<file path="src/csp_pkg.sv">
// Package for the Cayley spin precession block: fixed-point helpers, microcode,
// register-file addresses, state and unit request/response types.
// Depends on nothing; every other file but csp_ifs uses it.
`default_nettype none

package csp_pkg;

    localparam int FRAC_BITS        = 30;
    localparam int DEF_MAX_SUBSTEPS = 4096;
    localparam int WORD_W           = 64;

    typedef logic signed [WORD_W-1:0] word_t;

    localparam word_t WMAX = 64'sh7FFF_FFFF_FFFF_FFFF;
    localparam word_t ONE  = word_t'(64'sd1 <<< FRAC_BITS);
    // dividend of the 2/(1+k.k) reciprocal in working units
    localparam logic [WORD_W-1:0] RECIP_NUM = 64'd1 << (2 * FRAC_BITS + 1);

    localparam logic signed [31:0] GAIN_RESET     = 32'sd348966093;
    localparam logic [31:0]        TIME_RESET     = 32'd268435456;
    localparam logic [12:0]        SUBSTEPS_RESET = 13'd256;

    typedef enum logic [1:0] {
        CFG_GAIN          = 2'd0,
        CFG_TOTAL_TIME    = 2'd1,
        CFG_SUBSTEP_COUNT = 2'd2
    } cfg_idx_t;

    typedef enum logic [4:0] {
        R_B0, R_B1, R_B2, R_OM0, R_OM1, R_OM2, R_G, R_HH,
        R_K0, R_K1, R_K2, R_KK, R_S, R_C0, R_C1, R_C2,
        R_D0, R_D1, R_D2, R_T1
    } reg_addr_t;

    localparam int REG_COUNT = 20;

    typedef enum logic [2:0] {
        OP_MUL, OP_ADD, OP_SUB, OP_ADD1, OP_DIV
    } op_t;

    typedef struct packed {
        op_t       op;
        reg_addr_t dst;
        reg_addr_t sa;
        reg_addr_t sb;
    } uop_t;

    localparam int             PC_W    = 6;
    localparam logic [PC_W-1:0] PC_SELF = 6'd0;
    localparam logic [PC_W-1:0] PC_AXIS = 6'd1;
    localparam logic [PC_W-1:0] PC_LAST = 6'd37;

    typedef enum logic [3:0] {
        ST_IDLE, ST_LOAD, ST_HH_WAIT, ST_ISSUE, ST_EXEC,
        ST_MUL_WAIT, ST_DIV_WAIT, ST_OUT_RD, ST_OUT_CAP, ST_DONE
    } state_t;

    typedef struct packed {
        logic  sat;
        word_t val;
    } sres_t;

    typedef struct packed {
        logic  start;
        word_t a;
        word_t b;
    } mul_req_t;

    typedef struct packed {
        logic  busy;
        logic  sat;
        word_t p;
    } mul_rsp_t;

    typedef struct packed {
        logic              start;
        logic [WORD_W-1:0] n;
        logic [WORD_W-1:0] d;
    } div_req_t;

    typedef struct packed {
        logic              busy;
        logic [WORD_W-1:0] q;
    } div_rsp_t;

    // One substep of the rotation; entry 0 runs in self mode only.
    function automatic uop_t prog_rom(logic [PC_W-1:0] pc);
        uop_t u;
        unique case (pc)
            6'd0:    u = '{OP_MUL,  R_OM2, R_G,   R_B2};
            6'd1:    u = '{OP_MUL,  R_K0,  R_OM0, R_HH};
            6'd2:    u = '{OP_MUL,  R_K1,  R_OM1, R_HH};
            6'd3:    u = '{OP_MUL,  R_K2,  R_OM2, R_HH};
            6'd4:    u = '{OP_MUL,  R_KK,  R_K0,  R_K0};
            6'd5:    u = '{OP_MUL,  R_T1,  R_K1,  R_K1};
            6'd6:    u = '{OP_ADD,  R_KK,  R_KK,  R_T1};
            6'd7:    u = '{OP_MUL,  R_T1,  R_K2,  R_K2};
            6'd8:    u = '{OP_ADD,  R_KK,  R_KK,  R_T1};
            6'd9:    u = '{OP_ADD1, R_KK,  R_KK,  R_KK};
            6'd10:   u = '{OP_DIV,  R_S,   R_KK,  R_KK};
            6'd11:   u = '{OP_MUL,  R_C0,  R_K1,  R_B2};
            6'd12:   u = '{OP_MUL,  R_T1,  R_K2,  R_B1};
            6'd13:   u = '{OP_SUB,  R_C0,  R_C0,  R_T1};
            6'd14:   u = '{OP_MUL,  R_C1,  R_K2,  R_B0};
            6'd15:   u = '{OP_MUL,  R_T1,  R_K0,  R_B2};
            6'd16:   u = '{OP_SUB,  R_C1,  R_C1,  R_T1};
            6'd17:   u = '{OP_MUL,  R_C2,  R_K0,  R_B1};
            6'd18:   u = '{OP_MUL,  R_T1,  R_K1,  R_B0};
            6'd19:   u = '{OP_SUB,  R_C2,  R_C2,  R_T1};
            6'd20:   u = '{OP_MUL,  R_D0,  R_K1,  R_C2};
            6'd21:   u = '{OP_MUL,  R_T1,  R_K2,  R_C1};
            6'd22:   u = '{OP_SUB,  R_D0,  R_D0,  R_T1};
            6'd23:   u = '{OP_MUL,  R_D1,  R_K2,  R_C0};
            6'd24:   u = '{OP_MUL,  R_T1,  R_K0,  R_C2};
            6'd25:   u = '{OP_SUB,  R_D1,  R_D1,  R_T1};
            6'd26:   u = '{OP_MUL,  R_D2,  R_K0,  R_C1};
            6'd27:   u = '{OP_MUL,  R_T1,  R_K1,  R_C0};
            6'd28:   u = '{OP_SUB,  R_D2,  R_D2,  R_T1};
            6'd29:   u = '{OP_ADD,  R_D0,  R_C0,  R_D0};
            6'd30:   u = '{OP_MUL,  R_T1,  R_S,   R_D0};
            6'd31:   u = '{OP_ADD,  R_B0,  R_B0,  R_T1};
            6'd32:   u = '{OP_ADD,  R_D1,  R_C1,  R_D1};
            6'd33:   u = '{OP_MUL,  R_T1,  R_S,   R_D1};
            6'd34:   u = '{OP_ADD,  R_B1,  R_B1,  R_T1};
            6'd35:   u = '{OP_ADD,  R_D2,  R_C2,  R_D2};
            6'd36:   u = '{OP_MUL,  R_T1,  R_S,   R_D2};
            6'd37:   u = '{OP_ADD,  R_B2,  R_B2,  R_T1};
            default: u = '{OP_ADD,  R_T1,  R_T1,  R_T1};
        endcase
        return u;
    endfunction

    function automatic sres_t sadd(word_t a, word_t b);
        logic signed [WORD_W:0] s;
        logic signed [WORD_W:0] lim;
        sres_t r;
        lim = {1'b0, WMAX};
        s   = $signed({a[WORD_W-1], a}) + $signed({b[WORD_W-1], b});
        if (s > lim) begin
            r = '{1'b1, WMAX};
        end else if (s < -lim) begin
            r = '{1'b1, -WMAX};
        end else begin
            r = '{1'b0, s[WORD_W-1:0]};
        end
        return r;
    endfunction

    // round-to-nearest right shift, ties away from zero
    function automatic word_t rshr(word_t v, int n);
        logic [WORD_W-1:0] m;
        word_t r;
        if (n <= 0) begin
            r = v;
        end else begin
            m = v[WORD_W-1] ? (~v + 64'd1) : v;
            m = (m + (64'd1 << (n - 1))) >> n;
            r = v[WORD_W-1] ? -$signed(m) : $signed(m);
        end
        return r;
    endfunction

    function automatic word_t to_work(word_t v, int nfrac);
        word_t r;
        if (FRAC_BITS >= nfrac) begin
            r = v <<< (FRAC_BITS - nfrac);
        end else begin
            r = rshr(v, nfrac - FRAC_BITS);
        end
        return r;
    endfunction

    function automatic sres_t to_q230(word_t v);
        word_t w;
        word_t lim;
        sres_t r;
        lim = word_t'(64'sd1 <<< 40);
        if (FRAC_BITS < 30) begin
            w = v;
            if (w > lim)  w = lim;
            if (w < -lim) w = -lim;
            w = w <<< (30 - FRAC_BITS);
        end else begin
            w = rshr(v, FRAC_BITS - 30);
        end
        if (w > 64'sd2147483647) begin
            r = '{1'b1, 64'sd2147483647};
        end else if (w < -64'sd2147483648) begin
            r = '{1'b1, -64'sd2147483648};
        end else begin
            r = '{1'b0, w};
        end
        return r;
    endfunction

endpackage

`default_nettype wire

</file>
<file path="src/csp_mul.sv">
// Shared 64x64 fixed-point multiplier: four 32x32 partial products, one per cycle,
// then round, saturate and sign. Depends on csp_pkg.
`default_nettype none

module csp_mul (
    input  logic              clk,
    input  logic              rst_n,
    input  csp_pkg::mul_req_t cmd,
    output csp_pkg::mul_rsp_t res
);
    import csp_pkg::*;

    logic                  busy_reg, busy_next;
    logic [2:0]            cnt_reg, cnt_next;
    logic [WORD_W-1:0]     ma_reg, ma_next, mb_reg, mb_next;
    logic                  neg_reg, neg_next;
    logic [WORD_W-1:0]     pp_reg, pp_next;
    logic [1:0]            sh_reg, sh_next;
    logic [2*WORD_W-1:0]   acc_reg, acc_next;
    word_t                 p_reg, p_next;
    logic                  sat_reg, sat_next;

    logic [31:0]           a_part, b_part;
    logic [2*WORD_W-1:0]   q_wide;

    always_comb begin
        busy_next = busy_reg;
        cnt_next  = cnt_reg;
        ma_next   = ma_reg;
        mb_next   = mb_reg;
        neg_next  = neg_reg;
        pp_next   = pp_reg;
        sh_next   = sh_reg;
        acc_next  = acc_reg;
        p_next    = p_reg;
        sat_next  = sat_reg;
        a_part    = cnt_reg[1] ? ma_reg[63:32] : ma_reg[31:0];
        b_part    = cnt_reg[0] ? mb_reg[63:32] : mb_reg[31:0];
        q_wide    = acc_reg >> FRAC_BITS;
        if (cmd.start) begin
            busy_next = 1'b1;
            cnt_next  = 3'd0;
            ma_next   = cmd.a[WORD_W-1] ? (~cmd.a + 64'd1) : cmd.a;
            mb_next   = cmd.b[WORD_W-1] ? (~cmd.b + 64'd1) : cmd.b;
            neg_next  = cmd.a[WORD_W-1] ^ cmd.b[WORD_W-1];
            acc_next  = (2*WORD_W)'(1) << (FRAC_BITS - 1);
        end else if (busy_reg) begin
            cnt_next = cnt_reg + 3'd1;
            if (cnt_reg < 3'd4) begin
                pp_next = WORD_W'(a_part) * WORD_W'(b_part);
                sh_next = 2'(cnt_reg[1]) + 2'(cnt_reg[0]);
            end
            if (cnt_reg >= 3'd1 && cnt_reg <= 3'd4) begin
                acc_next = acc_reg + ({{WORD_W{1'b0}}, pp_reg} << {sh_reg, 5'b0});
            end
            if (cnt_reg == 3'd5) begin
                busy_next = 1'b0;
                sat_next  = |q_wide[2*WORD_W-1:WORD_W-1];
                if (sat_next) begin
                    p_next = neg_reg ? -WMAX : WMAX;
                end else begin
                    p_next = neg_reg ? -$signed(q_wide[WORD_W-1:0])
                                     : $signed(q_wide[WORD_W-1:0]);
                end
            end
        end
    end

    always_ff @(posedge clk or negedge rst_n) begin
        if (!rst_n) begin
            busy_reg <= 1'b0;
            cnt_reg  <= 3'd0;
        end else begin
            busy_reg <= busy_next;
            cnt_reg  <= cnt_next;
        end
    end

    always_ff @(posedge clk) begin
        ma_reg  <= ma_next;
        mb_reg  <= mb_next;
        neg_reg <= neg_next;
        pp_reg  <= pp_next;
        sh_reg  <= sh_next;
        acc_reg <= acc_next;
        p_reg   <= p_next;
        sat_reg <= sat_next;
    end

    assign res = '{busy_reg, sat_reg, p_reg};

endmodule

`default_nettype wire

</file>
<file path="config.mk">
export PLATFORM = sky130hd
export DESIGN_NAME = csp_mul
export DESIGN_NICKNAME = d
export VERILOG_FILES = /design/src/csp_pkg.sv /design/src/csp_mul.sv
export SDC_FILE = /design/constraint.sdc
export NUM_CORES = 2
export LEC_CHECK = 0
export BUFFER_PORTS_ARGS = -buffer_cell sky130_fd_sc_hd__buf_2
export CAP_MARGIN = 20
export CORE_AREA = 2 2 455 344
export CTS_BUF_LIST = sky130_fd_sc_hd__clkbuf_16
export CTS_CLUSTER_DIAMETER = 150
export DETAILED_ROUTE_END_ITERATION = 10
export DIE_AREA = 0 0 457 346
export GPL_TIMING_DRIVEN = 0
export PLACE_DENSITY = 0.67
export SYNTH_ARGS = -nofsm -noshare
export SYNTH_HDL_FRONTEND = slang
export SYNTH_SLANG_ARGS = --single-unit
</file>
<file path="constraint.sdc">
create_clock -name clk -period 9.75 [get_ports clk]
set_clock_uncertainty 0.2 [all_clocks]
set_input_delay 0.975 -clock clk [delete_from_list [all_inputs] [get_ports clk]]
set_output_delay 0.975 -clock clk [all_outputs]
set_load 0.1 [all_outputs]
</file>
==> impl_metrics.tcl <==
set metrics [dict create \
    synth_top_area_frac 0.301 \
    setup_tns_ns 0 \
    synthArstFlopShare 0.0102 \
    synth.top_cells.by_count "912 x inv_1, 897 x fa_1, 877 x nand2_1, 836 x nor2_1, 396 x ha_1" \
    h-tree-depth 2 \
    wl_per_cell_um 26.6 \
    hold_viol 0 \
    synth_area_leaders "fa_1 30%, edfxtp_1 13%, ha_1 8.3%, inv_1 5.7%, nand2_1 5.5%" \
    cp_common_cell "fa_1" \
    numCtsBuffers 45 \
    dp_cells 9089 \
    grt-ovfl-total 0 \
    final_cells 9185 \
    avgSynthCellArea_um2 8.74 \
    initial_core_util 0.387 \
    setup.worst_path.start_class "register" \
    fmax_mhz 103 \
    post-route-period-util 0.991 \
    cp_slowest_stage_delay_ns 0.69 \
    synth_nets 8248 \
    end_kind "register" \
    clockBufferDepth 3 \
    period_needed_ns 9.67 \
    crit_fanout 10 \
    ant_nets 0 \
    dieArea_um2 158000 \
    area_delta_synth_final_pct 11.6 \
    slew_viol_final 0 \
    rows 125 \
    drive_gt1_frac 0.0935 \
    synth-main-ff-cell "edfxtp_1" \
    grt.total_usage 0.303 \
    clk_pin_slew_worst_paths_ns 0.06 \
    arrival_ns 9.84 \
    gp_congestion 1.05 \
    critPathSlowestCell "fa_2" \
    syn_inst 6824 \
    largest_register_ffs 128 \
    die_w_um 457 \
    root_buffer "clkbuf_16" \
    wirelength_um 244000 \
    dr.pass1.iters 6 \
    setup_violations 0 \
    stdcell_area_um2 66500 \
    cts.sinks 392 \
    syn_area_um2 59600 \
    drc 0 \
    synth.distinct_cells 84 \
    yosysMostFrequentCell "inv_1" \
    relSlewSlack 0.189 \
    grt_pass1_wl_um 353000 \
    core-area_um2 154000 \
    pin_count 197 \
    insertion_delay_ns 0.69 \
    min_path_type "register to register" \
    crit_type "register to register" \
    dp_hpwl_um 207000 \
    finish.utilization 0.432 \
    required_ns 9.93 \
    final_nets 8535 \
    ys_seq_area_frac 0.176 \
    maxCapViolations 0 \
    grt_start_max_net_pins 107 \
    status "finished clean" \
    yosys_warnings 0 \
    io_buffers 194 \
    placed_area_um2 63700 \
    synth-edff-count 260 \
    antenna_found_initial 20 \
    vias 53200 \
    tritoncts "done" \
    routed_via_density 5.79 \
    tightest_slew_ns 1.21 \
    die_y_um 346 \
    drtIter0Drc 6952 \
    ys_seq_elements 392 \
    grt_pass1_vias 51400 \
    synth_largest_area_cell "fa_1" \
]
## layout make-up
cell class                      count  area (µm²)
Sequential cell                   392       10500
Fill cell                       15200       87400
Clock buffer                       45        1130
Timing Repair Buffer              265        1730
Antenna cell                        6        15.0
Clock inverter                     38         385
Tap cell                         2032        2540
Buffer                            349        1790
Inverter                          912        3420
Multi-Input combinational cell   5146       45000
## metal layers
metal	global-route usage	wire [µm]	part of all wire
met4	0.0781	7060	0.029
met5	0	387	0.0016
met1	0.448	104000	0.43
met2	0.409	95100	0.39
met3	0.118	37500	0.15
## path summary, 6_finish.rpt
path | startpoint | to | slack (ns) | cells past startpoint
worst min-delay path | acc_reg[27] | acc_reg[27] | 0.26 | 2
worst max register to register | cnt_reg[0] | pp_reg[62] | 0.08 | 28
max in group asynchronous | rst_n | cnt_reg[0] | 8.72 | 2
min in group asynchronous | rst_n | busy_reg | 0.45 | 2
worst min register to register | acc_reg[27] | acc_reg[27] | 0.26 | 2
worst max-delay path | cnt_reg[0] | pp_reg[62] | 0.08 | 28
## cells in the final DEF (no fill, tap or decap), types with 49 or more instances in the layout
cell type,instances
fa_1,887
nand3_1,58
nor2_1,833
clkbuf_1,215
o21ai_0,270
buf_4,49
or3_1,53
buf_2,197
nand2_1,877
a21oi_1,346
xor2_1,70
nor3_1,69
dfxtp_1,128
nand4_1,97
xnor2_1,228
inv_1,917
mux2i_1,51
edfxtp_1,260
nor2b_1,54
a21o_1,107
mux2_2,53
ha_1,388
## what timing repair did
action,4_1_cts,5_1_grt
buffers inserted,17,14
gates resized for setup,259,153
endpoints found under the setup margin,46,14
pin swaps,5,12
endpoints found under the hold margin,4,0
hold buffers,1,0
## logic make-up (layout without fill, tap and decap cells)
kind of cell,count (synthesis),after routing,synth area share
AO/OA/AOI/OAI,1129,1129,0.121
XOR/XNOR,300,300,0.0441
adder cells (fa/ha/maj),1293,1293,0.384
buffers and inverters,1286,1609,0.0811
flip-flops,392,392,0.176
multiplexers,166,166,0.0292
other,0,6,0
AND/OR/NAND/NOR,2258,2258,0.165
## metrics by stage
stage                     setup slack, ns  hold slack [ns]
after floorplan                     0.571            0.236
after global placement              -3.55            0.244
after detailed placement            -2.91            0.252
after CTS                         0.00978            0.259
after global routing              -0.0113            0.276
final                              0.0838            0.260
## worst max-delay path: cells and delay by family (launching register included)
family                     cells  cell delay, ns
adders and majority gates      9            4.68
AOI/OAI and AO/OA             10            2.38
buffers and inverters          6            0.91
DFF                            1            0.56
muxes                          1            0.31
xor gates and xnor gates       1            0.19
and+or+nand+nor                1            0.08
Power is left out: the tool's default activity adds up to more than one toggle a clock period on the data nets, which glitch-free logic cannot reach.
