**src/csp_pkg.sv**
```systemverilog
// Package for the Cayley spin precession block: fixed-point helpers, microcode,
// register-file addresses, state and unit request/response types.
// Depends on nothing; every other file but csp_ifs uses it.
`default_nettype none

package csp_pkg;

    localparam int FRAC_BITS        = 30;
    localparam int DEF_MAX_SUBSTEPS = 4096;
    localparam int WORD_W           = 64;

    typedef logic signed [WORD_W-1:0] word_t;

    localparam word_t WMAX = 64'sh7FFF_FFFF_FFFF_FFFF;
    localparam word_t ONE  = word_t'(64'sd1 <<< FRAC_BITS);
    // dividend of the 2/(1+k.k) reciprocal in working units
    localparam logic [WORD_W-1:0] RECIP_NUM = 64'd1 << (2 * FRAC_BITS + 1);

    localparam logic signed [31:0] GAIN_RESET     = 32'sd348966093;
    localparam logic [31:0]        TIME_RESET     = 32'd268435456;
    localparam logic [12:0]        SUBSTEPS_RESET = 13'd256;

    typedef enum logic [1:0] {
        CFG_GAIN          = 2'd0,
        CFG_TOTAL_TIME    = 2'd1,
        CFG_SUBSTEP_COUNT = 2'd2
    } cfg_idx_t;

    typedef enum logic [4:0] {
        R_B0, R_B1, R_B2, R_OM0, R_OM1, R_OM2, R_G, R_HH,
        R_K0, R_K1, R_K2, R_KK, R_S, R_C0, R_C1, R_C2,
        R_D0, R_D1, R_D2, R_T1
    } reg_addr_t;

    localparam int REG_COUNT = 20;

    typedef enum logic [2:0] {
        OP_MUL, OP_ADD, OP_SUB, OP_ADD1, OP_DIV
    } op_t;

    typedef struct packed {
        op_t       op;
        reg_addr_t dst;
        reg_addr_t sa;
        reg_addr_t sb;
    } uop_t;

    localparam int             PC_W    = 6;
    localparam logic [PC_W-1:0] PC_SELF = 6'd0;
    localparam logic [PC_W-1:0] PC_AXIS = 6'd1;
    localparam logic [PC_W-1:0] PC_LAST = 6'd37;

    typedef enum logic [3:0] {
        ST_IDLE, ST_LOAD, ST_HH_WAIT, ST_ISSUE, ST_EXEC,
        ST_MUL_WAIT, ST_DIV_WAIT, ST_OUT_RD, ST_OUT_CAP, ST_DONE
    } state_t;

    typedef struct packed {
        logic  sat;
        word_t val;
    } sres_t;

    typedef struct packed {
        logic  start;
        word_t a;
        word_t b;
    } mul_req_t;

    typedef struct packed {
        logic  busy;
        logic  sat;
        word_t p;
    } mul_rsp_t;

    typedef struct packed {
        logic              start;
        logic [WORD_W-1:0] n;
        logic [WORD_W-1:0] d;
    } div_req_t;

    typedef struct packed {
        logic              busy;
        logic [WORD_W-1:0] q;
    } div_rsp_t;

    // One substep of the rotation; entry 0 runs in self mode only.
    function automatic uop_t prog_rom(logic [PC_W-1:0] pc);
        uop_t u;
        unique case (pc)
            6'd0:    u = '{OP_MUL,  R_OM2, R_G,   R_B2};
            6'd1:    u = '{OP_MUL,  R_K0,  R_OM0, R_HH};
            6'd2:    u = '{OP_MUL,  R_K1,  R_OM1, R_HH};
            6'd3:    u = '{OP_MUL,  R_K2,  R_OM2, R_HH};
            6'd4:    u = '{OP_MUL,  R_KK,  R_K0,  R_K0};
            6'd5:    u = '{OP_MUL,  R_T1,  R_K1,  R_K1};
            6'd6:    u = '{OP_ADD,  R_KK,  R_KK,  R_T1};
            6'd7:    u = '{OP_MUL,  R_T1,  R_K2,  R_K2};
            6'd8:    u = '{OP_ADD,  R_KK,  R_KK,  R_T1};
            6'd9:    u = '{OP_ADD1, R_KK,  R_KK,  R_KK};
            6'd10:   u = '{OP_DIV,  R_S,   R_KK,  R_KK};
            6'd11:   u = '{OP_MUL,  R_C0,  R_K1,  R_B2};
            6'd12:   u = '{OP_MUL,  R_T1,  R_K2,  R_B1};
            6'd13:   u = '{OP_SUB,  R_C0,  R_C0,  R_T1};
            6'd14:   u = '{OP_MUL,  R_C1,  R_K2,  R_B0};
            6'd15:   u = '{OP_MUL,  R_T1,  R_K0,  R_B2};
            6'd16:   u = '{OP_SUB,  R_C1,  R_C1,  R_T1};
            6'd17:   u = '{OP_MUL,  R_C2,  R_K0,  R_B1};
            6'd18:   u = '{OP_MUL,  R_T1,  R_K1,  R_B0};
            6'd19:   u = '{OP_SUB,  R_C2,  R_C2,  R_T1};
            6'd20:   u = '{OP_MUL,  R_D0,  R_K1,  R_C2};
            6'd21:   u = '{OP_MUL,  R_T1,  R_K2,  R_C1};
            6'd22:   u = '{OP_SUB,  R_D0,  R_D0,  R_T1};
            6'd23:   u = '{OP_MUL,  R_D1,  R_K2,  R_C0};
            6'd24:   u = '{OP_MUL,  R_T1,  R_K0,  R_C2};
            6'd25:   u = '{OP_SUB,  R_D1,  R_D1,  R_T1};
            6'd26:   u = '{OP_MUL,  R_D2,  R_K0,  R_C1};
            6'd27:   u = '{OP_MUL,  R_T1,  R_K1,  R_C0};
            6'd28:   u = '{OP_SUB,  R_D2,  R_D2,  R_T1};
            6'd29:   u = '{OP_ADD,  R_D0,  R_C0,  R_D0};
            6'd30:   u = '{OP_MUL,  R_T1,  R_S,   R_D0};
            6'd31:   u = '{OP_ADD,  R_B0,  R_B0,  R_T1};
            6'd32:   u = '{OP_ADD,  R_D1,  R_C1,  R_D1};
            6'd33:   u = '{OP_MUL,  R_T1,  R_S,   R_D1};
            6'd34:   u = '{OP_ADD,  R_B1,  R_B1,  R_T1};
            6'd35:   u = '{OP_ADD,  R_D2,  R_C2,  R_D2};
            6'd36:   u = '{OP_MUL,  R_T1,  R_S,   R_D2};
            6'd37:   u = '{OP_ADD,  R_B2,  R_B2,  R_T1};
            default: u = '{OP_ADD,  R_T1,  R_T1,  R_T1};
        endcase
        return u;
    endfunction

    function automatic sres_t sadd(word_t a, word_t b);
        logic signed [WORD_W:0] s;
        logic signed [WORD_W:0] lim;
        sres_t r;
        lim = {1'b0, WMAX};
        s   = $signed({a[WORD_W-1], a}) + $signed({b[WORD_W-1], b});
        if (s > lim) begin
            r = '{1'b1, WMAX};
        end else if (s < -lim) begin
            r = '{1'b1, -WMAX};
        end else begin
            r = '{1'b0, s[WORD_W-1:0]};
        end
        return r;
    endfunction

    // round-to-nearest right shift, ties away from zero
    function automatic word_t rshr(word_t v, int n);
        logic [WORD_W-1:0] m;
        word_t r;
        if (n <= 0) begin
            r = v;
        end else begin
            m = v[WORD_W-1] ? (~v + 64'd1) : v;
            m = (m + (64'd1 << (n - 1))) >> n;
            r = v[WORD_W-1] ? -$signed(m) : $signed(m);
        end
        return r;
    endfunction

    function automatic word_t to_work(word_t v, int nfrac);
        word_t r;
        if (FRAC_BITS >= nfrac) begin
            r = v <<< (FRAC_BITS - nfrac);
        end else begin
            r = rshr(v, nfrac - FRAC_BITS);
        end
        return r;
    endfunction

    function automatic sres_t to_q230(word_t v);
        word_t w;
        word_t lim;
        sres_t r;
        lim = word_t'(64'sd1 <<< 40);
        if (FRAC_BITS < 30) begin
            w = v;
            if (w > lim)  w = lim;
            if (w < -lim) w = -lim;
            w = w <<< (30 - FRAC_BITS);
        end else begin
            w = rshr(v, FRAC_BITS - 30);
        end
        if (w > 64'sd2147483647) begin
            r = '{1'b1, 64'sd2147483647};
        end else if (w < -64'sd2147483648) begin
            r = '{1'b1, -64'sd2147483648};
        end else begin
            r = '{1'b0, w};
        end
        return r;
    endfunction

endpackage

`default_nettype wire

```
**src/csp_div.sv**
```systemverilog
// Shared unsigned 64/64 restoring divider, one quotient bit per cycle.
// Depends on csp_pkg.
`default_nettype none

module csp_div (
    input  logic              clk,
    input  logic              rst_n,
    input  csp_pkg::div_req_t cmd,
    output csp_pkg::div_rsp_t res
);
    import csp_pkg::*;

    logic              busy_reg, busy_next;
    logic [5:0]        cnt_reg, cnt_next;
    logic [WORD_W-1:0] n_reg, n_next, d_reg, d_next, r_reg, r_next, q_reg, q_next;
    logic [WORD_W-1:0] r_shift;

    always_comb begin
        busy_next = busy_reg;
        cnt_next  = cnt_reg;
        n_next    = n_reg;
        d_next    = d_reg;
        r_next    = r_reg;
        q_next    = q_reg;
        r_shift   = {r_reg[WORD_W-2:0], n_reg[WORD_W-1]};
        if (cmd.start) begin
            busy_next = 1'b1;
            cnt_next  = 6'd0;
            n_next    = cmd.n;
            d_next    = cmd.d;
            r_next    = '0;
            q_next    = '0;
        end else if (busy_reg) begin
            n_next = {n_reg[WORD_W-2:0], 1'b0};
            if (r_shift >= d_reg) begin
                r_next = r_shift - d_reg;
                q_next = {q_reg[WORD_W-2:0], 1'b1};
            end else begin
                r_next = r_shift;
                q_next = {q_reg[WORD_W-2:0], 1'b0};
            end
            cnt_next = cnt_reg + 6'd1;
            if (cnt_reg == 6'd63) begin
                busy_next = 1'b0;
            end
        end
    end

    always_ff @(posedge clk or negedge rst_n) begin
        if (!rst_n) begin
            busy_reg <= 1'b0;
            cnt_reg  <= 6'd0;
        end else begin
            busy_reg <= busy_next;
            cnt_reg  <= cnt_next;
        end
    end

    always_ff @(posedge clk) begin
        n_reg <= n_next;
        d_reg <= d_next;
        r_reg <= r_next;
        q_reg <= q_next;
    end

    assign res = '{busy_reg, q_reg};

endmodule

`default_nettype wire

```
**config.mk**
```make
export PLATFORM = sky130hd
export DESIGN_NAME = csp_div
export DESIGN_NICKNAME = d
export VERILOG_FILES = /design/src/csp_pkg.sv /design/src/csp_div.sv
export SDC_FILE = /design/constraint.sdc
export NUM_CORES = 1
export LEC_CHECK = 0
export BUFFER_PORTS_ARGS = -buffer_cell sky130_fd_sc_hd__buf_4
export CAP_MARGIN = 40
export CORE_MARGIN = 2
export CORE_UTILIZATION = 50
export DETAILED_ROUTE_END_ITERATION = 6
export PLACE_DENSITY_LB_ADDON = 0.12
export SLEW_MARGIN = 10
export SYNTH_ARGS = -nofsm -noshare
export SYNTH_HDL_FRONTEND = slang
export SYNTH_SLANG_ARGS = --single-unit
```
**constraint.sdc**
```tcl
create_clock -name clk -period 3.23 [get_ports clk]
set_input_delay 0.1615 -clock clk [delete_from_list [all_inputs] [get_ports clk]]
set_output_delay 0.1615 -clock clk [all_outputs]
set_load 0.05 [all_outputs]
```
==> results of run 1 <==
per-layer routing:
layer	track usage	up-vias	part of all wire
li1	-	5827	-
met1	0.297	5565	0.44
met2	0.394	294	0.47
met3	0.0554	74	0.063
met4	0.0683	0	0.030
met5	0	-	0
path summary, 6_finish.rpt:
check / from / to / slack [ps] / depth (start not counted)
max: d_reg[20] / r_reg[59] / 110 / 12
min: cmd[11] / d_reg[11] / 320 / 2
max reg2reg: d_reg[20] / r_reg[59] / 110 / 12
min reg2reg: r_reg[49] / r_reg[49] / 460 / 2
max in group asynchronous: rst_n / busy_reg / 2340 / 3
min in group asynchronous: rst_n / cnt_reg[5] / 620 / 3
metrics by stage:
step / total power, mW / instances
2_1_floorplan: 4.19 / 1426
3_3_place_gp: 4.47 / 1979
3_5_place_dp: 4.48 / 1980
4_1_cts: 7.78 / 2165
5_1_grt: 8.05 / 2177
6_report: 7.74 / 2177
area by class of cell:
type	instances	share of cell area
Tap cell	378	0.0251
Clock inverter	14	0.00439
Sequential cell	262	0.349
Antenna cell	3	0.000399
Clock buffer	40	0.0445
Multi-Input combinational cell	997	0.377
Inverter	80	0.0160
Timing Repair Buffer	403	0.184
what timing repair did:
item | in CTS | in global routing
resized for setup | 3 | 39
cloned | 0 | 2
endpoints found under the setup margin | 5 | 51
endpoints found under the hold margin | 148 | 0
hold buffers | 131 | 0
pin swaps | 0 | 14
buffers inserted | 0 | 7
kinds of logic after synthesis:
group	Yosys count
XOR/XNOR	58
buffers and inverters	167
multiplexers	150
adder cells (fa/ha/maj)	66
AO/OA/AOI/OAI	352
flip-flops	262
AND/OR/NAND/NOR	371
worst max-delay path, cell delays in order, from the launching register on:
cell	delay [ps]
edfxtp_1	320
inv_1	50
ha_1	400
a21oi_1	130
o21ai_0	150
a21o_1	160
a2bb2oi_1	140
nor4b_1	600
nor3_1	150
a211o_1	320
nor2_2	150
mux2_2	340
a21oi_1	140
synthesized netlist by cell type (31+ instances only):
cell	count	area (µm²)
mux2i_1	81	811
a21oi_1	97	485
nand2_1	100	375
dfxtp_1	127	2540
ha_1	65	813
inv_1	80	300
o21ai_0	75	375
xnor2_1	32	280
o211ai_1	31	233
mux2_2	66	743
edfxtp_1	128	3840
clkbuf_1	49	184
nor2_1	175	657
power breakdown:
part	total [mW]	internal, mW	switching [mW]
Combinational	0.867	0.461	0.406
Clock	3.16	1.81	1.35
Sequential	3.71	3.66	0.0512
==> key figures, run 1 <==
Synth
  – Post-synthesis cell type count: 75
  – Gate Count Post-Synth: 1426
  – Synth Area in XOR/XNOR: 0.0359
  – Yosys synthesis warning count: 0
  – Fraction of the mapped netlist area in compound gates: 0.163
  – Post-synth EDFFs: 128
  – Commonest register cell after synthesis: edfxtp_1
  – Area share of fa/ha/maj cells after synthesis: 0.0588
  – Mapped Area: 0.0142 mm²
  – Fraction of registers with async set or reset after synthesis: 0.0267
  – Main combinational cell family by area after synthesis: compound AO/OA/AOI/OAI gates
  – #FFs+latches synth: 262
  – Register area share after synthesis: 0.463
  – Syn Area/Cell: 9.93 µm²
  – Multiplexer share of the synthesized area: 0.112
  – Simple-Gate Fraction of Synth Area: 0.117
  – Syn Nets: 1623

Global routing
  – Number of global-route vias before repair: 11610
  – Tot GR Track Use: 0.233
  – First-pass GRT wire length: 56.6 mm
  – GRT Residual Overflow: 0
  – Initial antenna violation count: 3
  – Pin count of the biggest net entering global routing: 183

Timing
  – Setup Viol. Count Final: 0
  – Skew final: 8.63 ps
  – Final Max Tran Viols: 0
  – Final worst setup slack: 108 ps
  – Final period util: 0.967
  – Tmin final: 3120 ps
  – RSZ-0062 raised after global routing: true
  – Fin. Hold Viols: 0
  – Slew @ Worst Pin: 1070 ps
  – Min Hold Slack: 321 ps
  – Relative slew slack: 0.289
  – Max Fclk: 320 MHz
  – TNS Setup: 0 ps

Layout
  – Post-layout util: 0.676
  – Commonest non-fill, non-tap cell in the layout: buf_4
  – Most frequent cells in the layout: buf_4, nor2_1, dlygate4sd3_1, edfxtp_1, dfxtp_1
  – Reg area: 0.00657 mm²
  – Final nets: 1970
  – Filler instances: 2203
  – Area growth, synth to finish: 32.9%
  – Final instance area: 0.0188 mm²
  – Multi-input logic area: 0.00710 mm²
  – Proportion of layout cells with a drive suffix above 1: 0.242

Floorplan
  – # rows: 61
  – Core area: 0.0279 mm²
  – # IOs: 196
  – Die W: 172 µm
  – Die Y: 172 µm
  – DIE AREA: 0.0297 mm²
  – Initial Util: 0.508

Drt
  – DRC: 0
  – Remaining antenna violation count: 0
  – DR pass1 iterations: 5
  – Via density: 5.40
  – Routed wire per std cell: 16.2 µm
  – Via count: 11760
  – Final WL: 35.3 mm
  – Drt initial violations: 646

Worst setup path
  – Worst Path Required: 3720 ps
  – Worst setup SP type: register
  – Worst Setup End Kind: register
  – Crit path DAT: 3610 ps
  – Crit path kind: register to register
  – CP max FO: 7

Run
  – Max-cap viol count: 0

Placed design
  – DP Area: 0.0163 mm²
  – Routability cong.: 0.931
  – Dpl hpwl: 23.7 mm
  – Post-place setup slack: -25.1 ps
  – Port Buf Inserts: 195

Clock tree
  – CTS HTree Levels: 1
  – Clock Path Buffers: 3
  – Clock root buffer: clkbuf_16
  – Clk_lat worst skew: 560 ps
  – CTS tree: done
  – Clock sinks: 262
  – Clk slew on worst S/H paths: 60 ps
  – CTS Buf Count: 29

Power and ir drop
  – Max IR drop VDD: 0.410 mV
  – Leakage power: 8.65 nW
  – Cell Pwr Density: 411 mW/mm²

Hold path
  – Hold Crit Class: input pin to register

Status
  – Status: finished clean
(Power assumes the default switching activity.)
==> inputs of run 2 (changes only) <==
- CORE_UTILIZATION: 50 -> 35
- GPL_ROUTABILITY_DRIVEN: default -> 0
==> run 2 against run 1 <==
Against the previous run: power up 5.1%; maximum frequency up 2.7%; critical path depth up 1; cell area up 2.9%; flip-flop and latch count unchanged; clock-buffer cell count up 8; sequential power about the same; register-to-register slack better by 80 ps; die area up 42%; global-route usage down 5.4 points; combinational power up 2%.
==> key figures, run 2 (synthesis gave the netlist of run 1 again) <==
Power and ir drop
  – Logic pwr share: 0.109
  – Clock share of power: 0.436
  – Max IR drop VDD: 0.347 mV
  – Internal power: 6.22 mW
  – Final Power: 8.13 mW
  – Switching Share: 0.234
  – Switching power total: 1.91 mW
  – Sequential share of power: 0.456
  – Cell Pwr Density: 420 mW/mm²
  – Leakage power: 8.79 nW

Worst setup path
  – Worst setup SP type: register
  – Crit path DAT: 3550 ps
  – Crit path kind: register to register
  – Worst Path Required: 3750 ps
  – Worst Setup End Kind: register
  – CP max FO: 4

Clock tree
  – CTS tree: done
  – Clock Path Buffers: 3
  – Clk slew on worst S/H paths: 60 ps
  – Clock sinks: 262
  – CTS Buf Count: 31
  – CTS HTree Levels: 1
  – Clk_lat worst skew: 590 ps
  – Clock root buffer: clkbuf_16

Timing
  – Final period util: 0.941
  – Tmin final: 3040 ps
  – Min Hold Slack: 287 ps
  – Skew final: 14.8 ps
  – Fin. Hold Viols: 0
  – Relative slew slack: 0.429
  – Final Max Tran Viols: 0
  – Setup Viol. Count Final: 0
  – RSZ-0062 raised after global routing: false
  – Slew @ Worst Pin: 857 ps
  – TNS Setup: 0 ps
  – Max Fclk: 329 MHz

Layout
  – Most frequent cells in the layout: buf_4, nor2_1, dlygate4sd3_1, edfxtp_1, dfxtp_1
  – Area growth, synth to finish: 36.7%
  – Commonest non-fill, non-tap cell in the layout: buf_4
  – Post-route non-filler standard cell count: 2355
  – Proportion of layout cells with a drive suffix above 1: 0.257
  – Post-layout util: 0.486
  – Final nets: 1999

Floorplan
  – # rows: 73
  – Initial Util: 0.356
  – # IOs: 196
  – DIE AREA: 0.0421 mm²
  – Core area: 0.0398 mm²
  – Die W: 205 µm
  – Die Y: 205 µm

Drt
  – Via count: 11612
  – DR pass1 iterations: 5
  – Remaining antenna violation count: 0
  – Via density: 4.93
  – Drt initial violations: 605
  – DRC: 0
  – Final WL: 37.7 mm
  – Routed wire per std cell: 16.0 µm

Global routing
  – Pin count of the biggest net entering global routing: 110
  – Number of global-route vias before repair: 11976
  – Tot GR Track Use: 0.179
  – GRT Residual Overflow: 0
  – Initial antenna violation count: 5
  – First-pass GRT wire length: 61.6 mm

Placed design
  – Dpl hpwl: 26.5 mm
  – Placed Cells: 2155
  – Port Buf Inserts: 195

Status
  – Status: finished clean

Run
  – Max-cap viol count: 0

Hold path
  – Hold Crit Class: input pin to register
[run 2: through the flow]
step / cell area, µm² / setup WS [ps]
floorplan: 14200 / 301
global placement: 16700 / -44.3
detailed placement: 16700 / -70.0
CTS: 19100 / 14.1
global route: 19400 / 0.324
finish: 19400 / 191
[run 2: path summary, 6_finish.rpt]
kind / startpoint / end / slack [ps] / cells after the start
max in group asynchronous: rst_n / busy_reg / 2370 / 3
min in group asynchronous: rst_n / busy_reg / 580 / 3
worst min register to register: r_reg[49] / r_reg[49] / 470 / 2
worst max register to register: d_reg[16] / r_reg[59] / 190 / 13
worst min-delay path: cmd[44] / d_reg[44] / 290 / 2
worst max-delay path: d_reg[16] / r_reg[59] / 190 / 13
[run 2: worst max-delay path, cell delays in order, from the launching register on]
cell and delay [ps]:
edfxtp_1 330, inv_1 50, ha_1 330, nand2_1 90, nor2_2 110, nand3_1 110, or4b_4 540, o21bai_4 220
o21bai_1 100, buf_4 160, a211o_1 330, nor2_1 130, mux2_2 340, a21oi_1 130
[run 2: area by class of cell]
cell class / instances / area, µm²
multi-input combinational: 997 / 7100
timing repair buffer: 430 / 3690
fill: 3783 / 20500
antenna: 3 / 7.51
tap: 525 / 657
sequential: 262 / 6570
clock buffer: 48 / 945
inverter: 80 / 300
clock inverter: 10 / 97.6
[run 2: what timing repair did]
item	4_1_cts	5_1_grt
hold endpoints to repair	146	0
setup buffers	0	5
gates cloned	0	2
gates resized for setup	5	35
endpoints found under the setup margin	28	56
hold buffers	131	0
pin swaps	2	15
[run 2: per-layer routing]
metal	up-vias	share of wire	global-route usage
li1	5912	-	-
met5	-	0.00072	0
met4	4	0.025	0.0491
met3	57	0.057	0.0433
met1	5409	0.47	0.238
met2	230	0.45	0.290
[run 2: power groups by stage]
stage          clock, mW  combinational [mW]  sequential (mW)
4_1_cts             3.67               0.873             3.71
2_1_floorplan          0               0.434             3.76
3_5_place_dp           0               0.735             3.78
3_3_place_gp           0               0.734             3.77
5_1_grt             3.78               0.979             3.72
6_report            3.54               0.883             3.71
==> inputs of run 3 (changes only) <==
- CORE_UTILIZATION: 35 -> 58
==> run 3 against run 2 <==
Against the previous run: sequential share of layout area increased by 1.2 points; cell count is 10% lower; via count is 2.7% higher; largest cell class unchanged; die area shrank 39%; highest routed layer is now met4; core utilization increased by 29 points.
==> key figures, run 3 (synthesis gave the netlist of run 1 again) <==
Layout
  – Most frequent cells in the layout: buf_4, nor2_1, dlygate4sd3_1, edfxtp_1, dfxtp_1
  – Filler instances: 1537
  – Final instance area: 0.0187 mm²
  – Area growth, synth to finish: 32.1%
  – Commonest non-fill, non-tap cell in the layout: buf_4
  – Post-layout util: 0.774
  – Post-route non-filler standard cell count: 2114
  – Final nets: 1963
  – Proportion of layout cells with a drive suffix above 1: 0.239

Floorplan
  – Core area: 0.0242 mm²
  – Initial Util: 0.586
  – Die W: 160 µm
  – DIE AREA: 0.0257 mm²
  – Die Y: 160 µm
  – # IOs: 196
  – # rows: 57

Drt
  – Routed wire per std cell: 17.6 µm
  – Final WL: 37.3 mm
  – DRC: 0
  – DR pass1 iterations: 5
  – Via density: 5.64
  – Via count: 11931
  – Drt initial violations: 681
  – Remaining antenna violation count: 0

Clock tree
  – Clk slew on worst S/H paths: 70 ps
  – Clock root buffer: clkbuf_16
  – Clock Path Buffers: 3
  – CTS HTree Levels: 1
  – Clk_lat worst skew: 580 ps
  – CTS tree: done
  – Clock sinks: 262
  – CTS Buf Count: 28

Power and ir drop
  – Cell Pwr Density: 423 mW/mm²
  – Logic pwr share: 0.110
  – Sequential share of power: 0.470
  – Internal power: 6.06 mW
  – Max IR drop VDD: 0.565 mV
  – Leakage power: 8.58 nW
  – Switching Share: 0.234
  – Clock share of power: 0.420
  – Final Power: 7.91 mW
  – Switching power total: 1.85 mW

Timing
  – Tmin final: 3110 ps
  – Slew @ Worst Pin: 876 ps
  – Setup Viol. Count Final: 0
  – Max Fclk: 322 MHz
  – Skew final: 41.5 ps
  – Final worst setup slack: 124 ps
  – Final period util: 0.962
  – Fin. Hold Viols: 0
  – Relative slew slack: 0.416
  – Final Max Tran Viols: 0

Worst setup path
  – CP Cell Sequence: inv_1 -> ha_1 -> a21oi_1 -> o21ai_0 -> a21oi_1 -> o221ai_1 -> a221oi_2 -> o41a_2 -> buf_12 -> buf_4 -> mux2i_1 -> a211oi_2
  – Crit path DAT: 3520 ps
  – Worst setup SP type: register
  – Largest stage delay on the critical path: 380 ps
  – Crit path top cell by count: a21oi_1
  – Worst Path Required: 3640 ps
  – Cells on worst reg2reg path: 12
  – Max stage delay cell, worst path: ha_1
  – Crit path kind: register to register
  – Buffers & Inverters on Critical Path: 3
  – Top delay family on crit path: compound AO/OA/AOI/OAI gates
  – Worst Setup End Kind: register
  – WP depth: 12
  – CP max FO: 12

Global routing
  – First-pass GRT wire length: 60.3 mm
  – Tot GR Track Use: 0.285
  – GRT Residual Overflow: 0
  – Number of global-route vias before repair: 11914
  – Initial antenna violation count: 2
  – Pin count of the biggest net entering global routing: 123

Run
  – Max-cap viol count: 0

Placed design
  – Placed Cells: 1921
  – Dpl hpwl: 23.4 mm
  – Post-place setup slack: -24.8 ps
  – Port Buf Inserts: 195
  – DP Area: 0.0162 mm²

Hold path
  – Hold Crit Depth: 2
  – Hold Crit Class: input pin to register

Status
  – Status: finished clean
[run 3: cell types whose count changed in the layout (fill, tap and decap cells not counted), sizes merged, moves of 2 or more]
cell	delta
clkinvlp	-3
buf	-33
clkbuf	-8
bufinv	+2
clkinv	+3
[run 3: timing repair]
action | CTS | global route
pin swaps | 4 | 17
endpoints found under the hold margin | 142 | 0
setup buffers | 0 | 5
setup endpoints to repair | 17 | 55
resized for setup | 4 | 36
gates cloned | 1 | 1
hold buffers | 131 | 0
[run 3: worst paths after layout]
check                      startpoint  slack [ps]         end
setup / recovery            d_reg[47]         120   r_reg[48]
hold / removal                cmd[49]         300   d_reg[49]
setup reg to reg            d_reg[47]         120   r_reg[48]
hold reg to reg             r_reg[49]         480   r_reg[49]
max in group asynchronous       rst_n        2400    busy_reg
min in group asynchronous       rst_n         570  cnt_reg[4]
[run 3: per-stage QoR]
step / setup TNS (ps) / hold WS [ps]
global route: -3.35 / 300
CTS: 0 / 289
finish: 0 / 305
global placement: 0 / -22.9
detailed placement: -47.4 / -21.0
floorplan: 0 / -134
[run 3: layer usage]
metal | global-route usage | routed length (µm) | vias up
li1 | - | - | 5824
met1 | 0.362 | 15500 | 5629
met2 | 0.490 | 18100 | 405
met3 | 0.0590 | 2490 | 73
met4 | 0.0852 | 1120 | 0
met5 | 0 | 0 | -
[run 3: cell type report]
cell class                 count  area (µm²)  area share
inverter                      80         300      0.0161
multi-input combinational    997        7060       0.377
antenna                        2        5.00    0.000268
clock buffer                  41         790      0.0422
tap                          324         405      0.0217
sequential                   262        6570       0.351
clock inverter                11         159     0.00849
timing repair buffer         397        3430       0.183
[run 3: power groups by stage]
stage | sequential (mW) | combinational (mW) | clock (mW)
2_1_floorplan | 3.76 | 0.434 | 0
6_report | 3.72 | 0.867 | 3.32
3_5_place_dp | 3.78 | 0.697 | 0
5_1_grt | 3.73 | 0.944 | 3.48
3_3_place_gp | 3.77 | 0.684 | 0
4_1_cts | 3.71 | 0.835 | 3.34
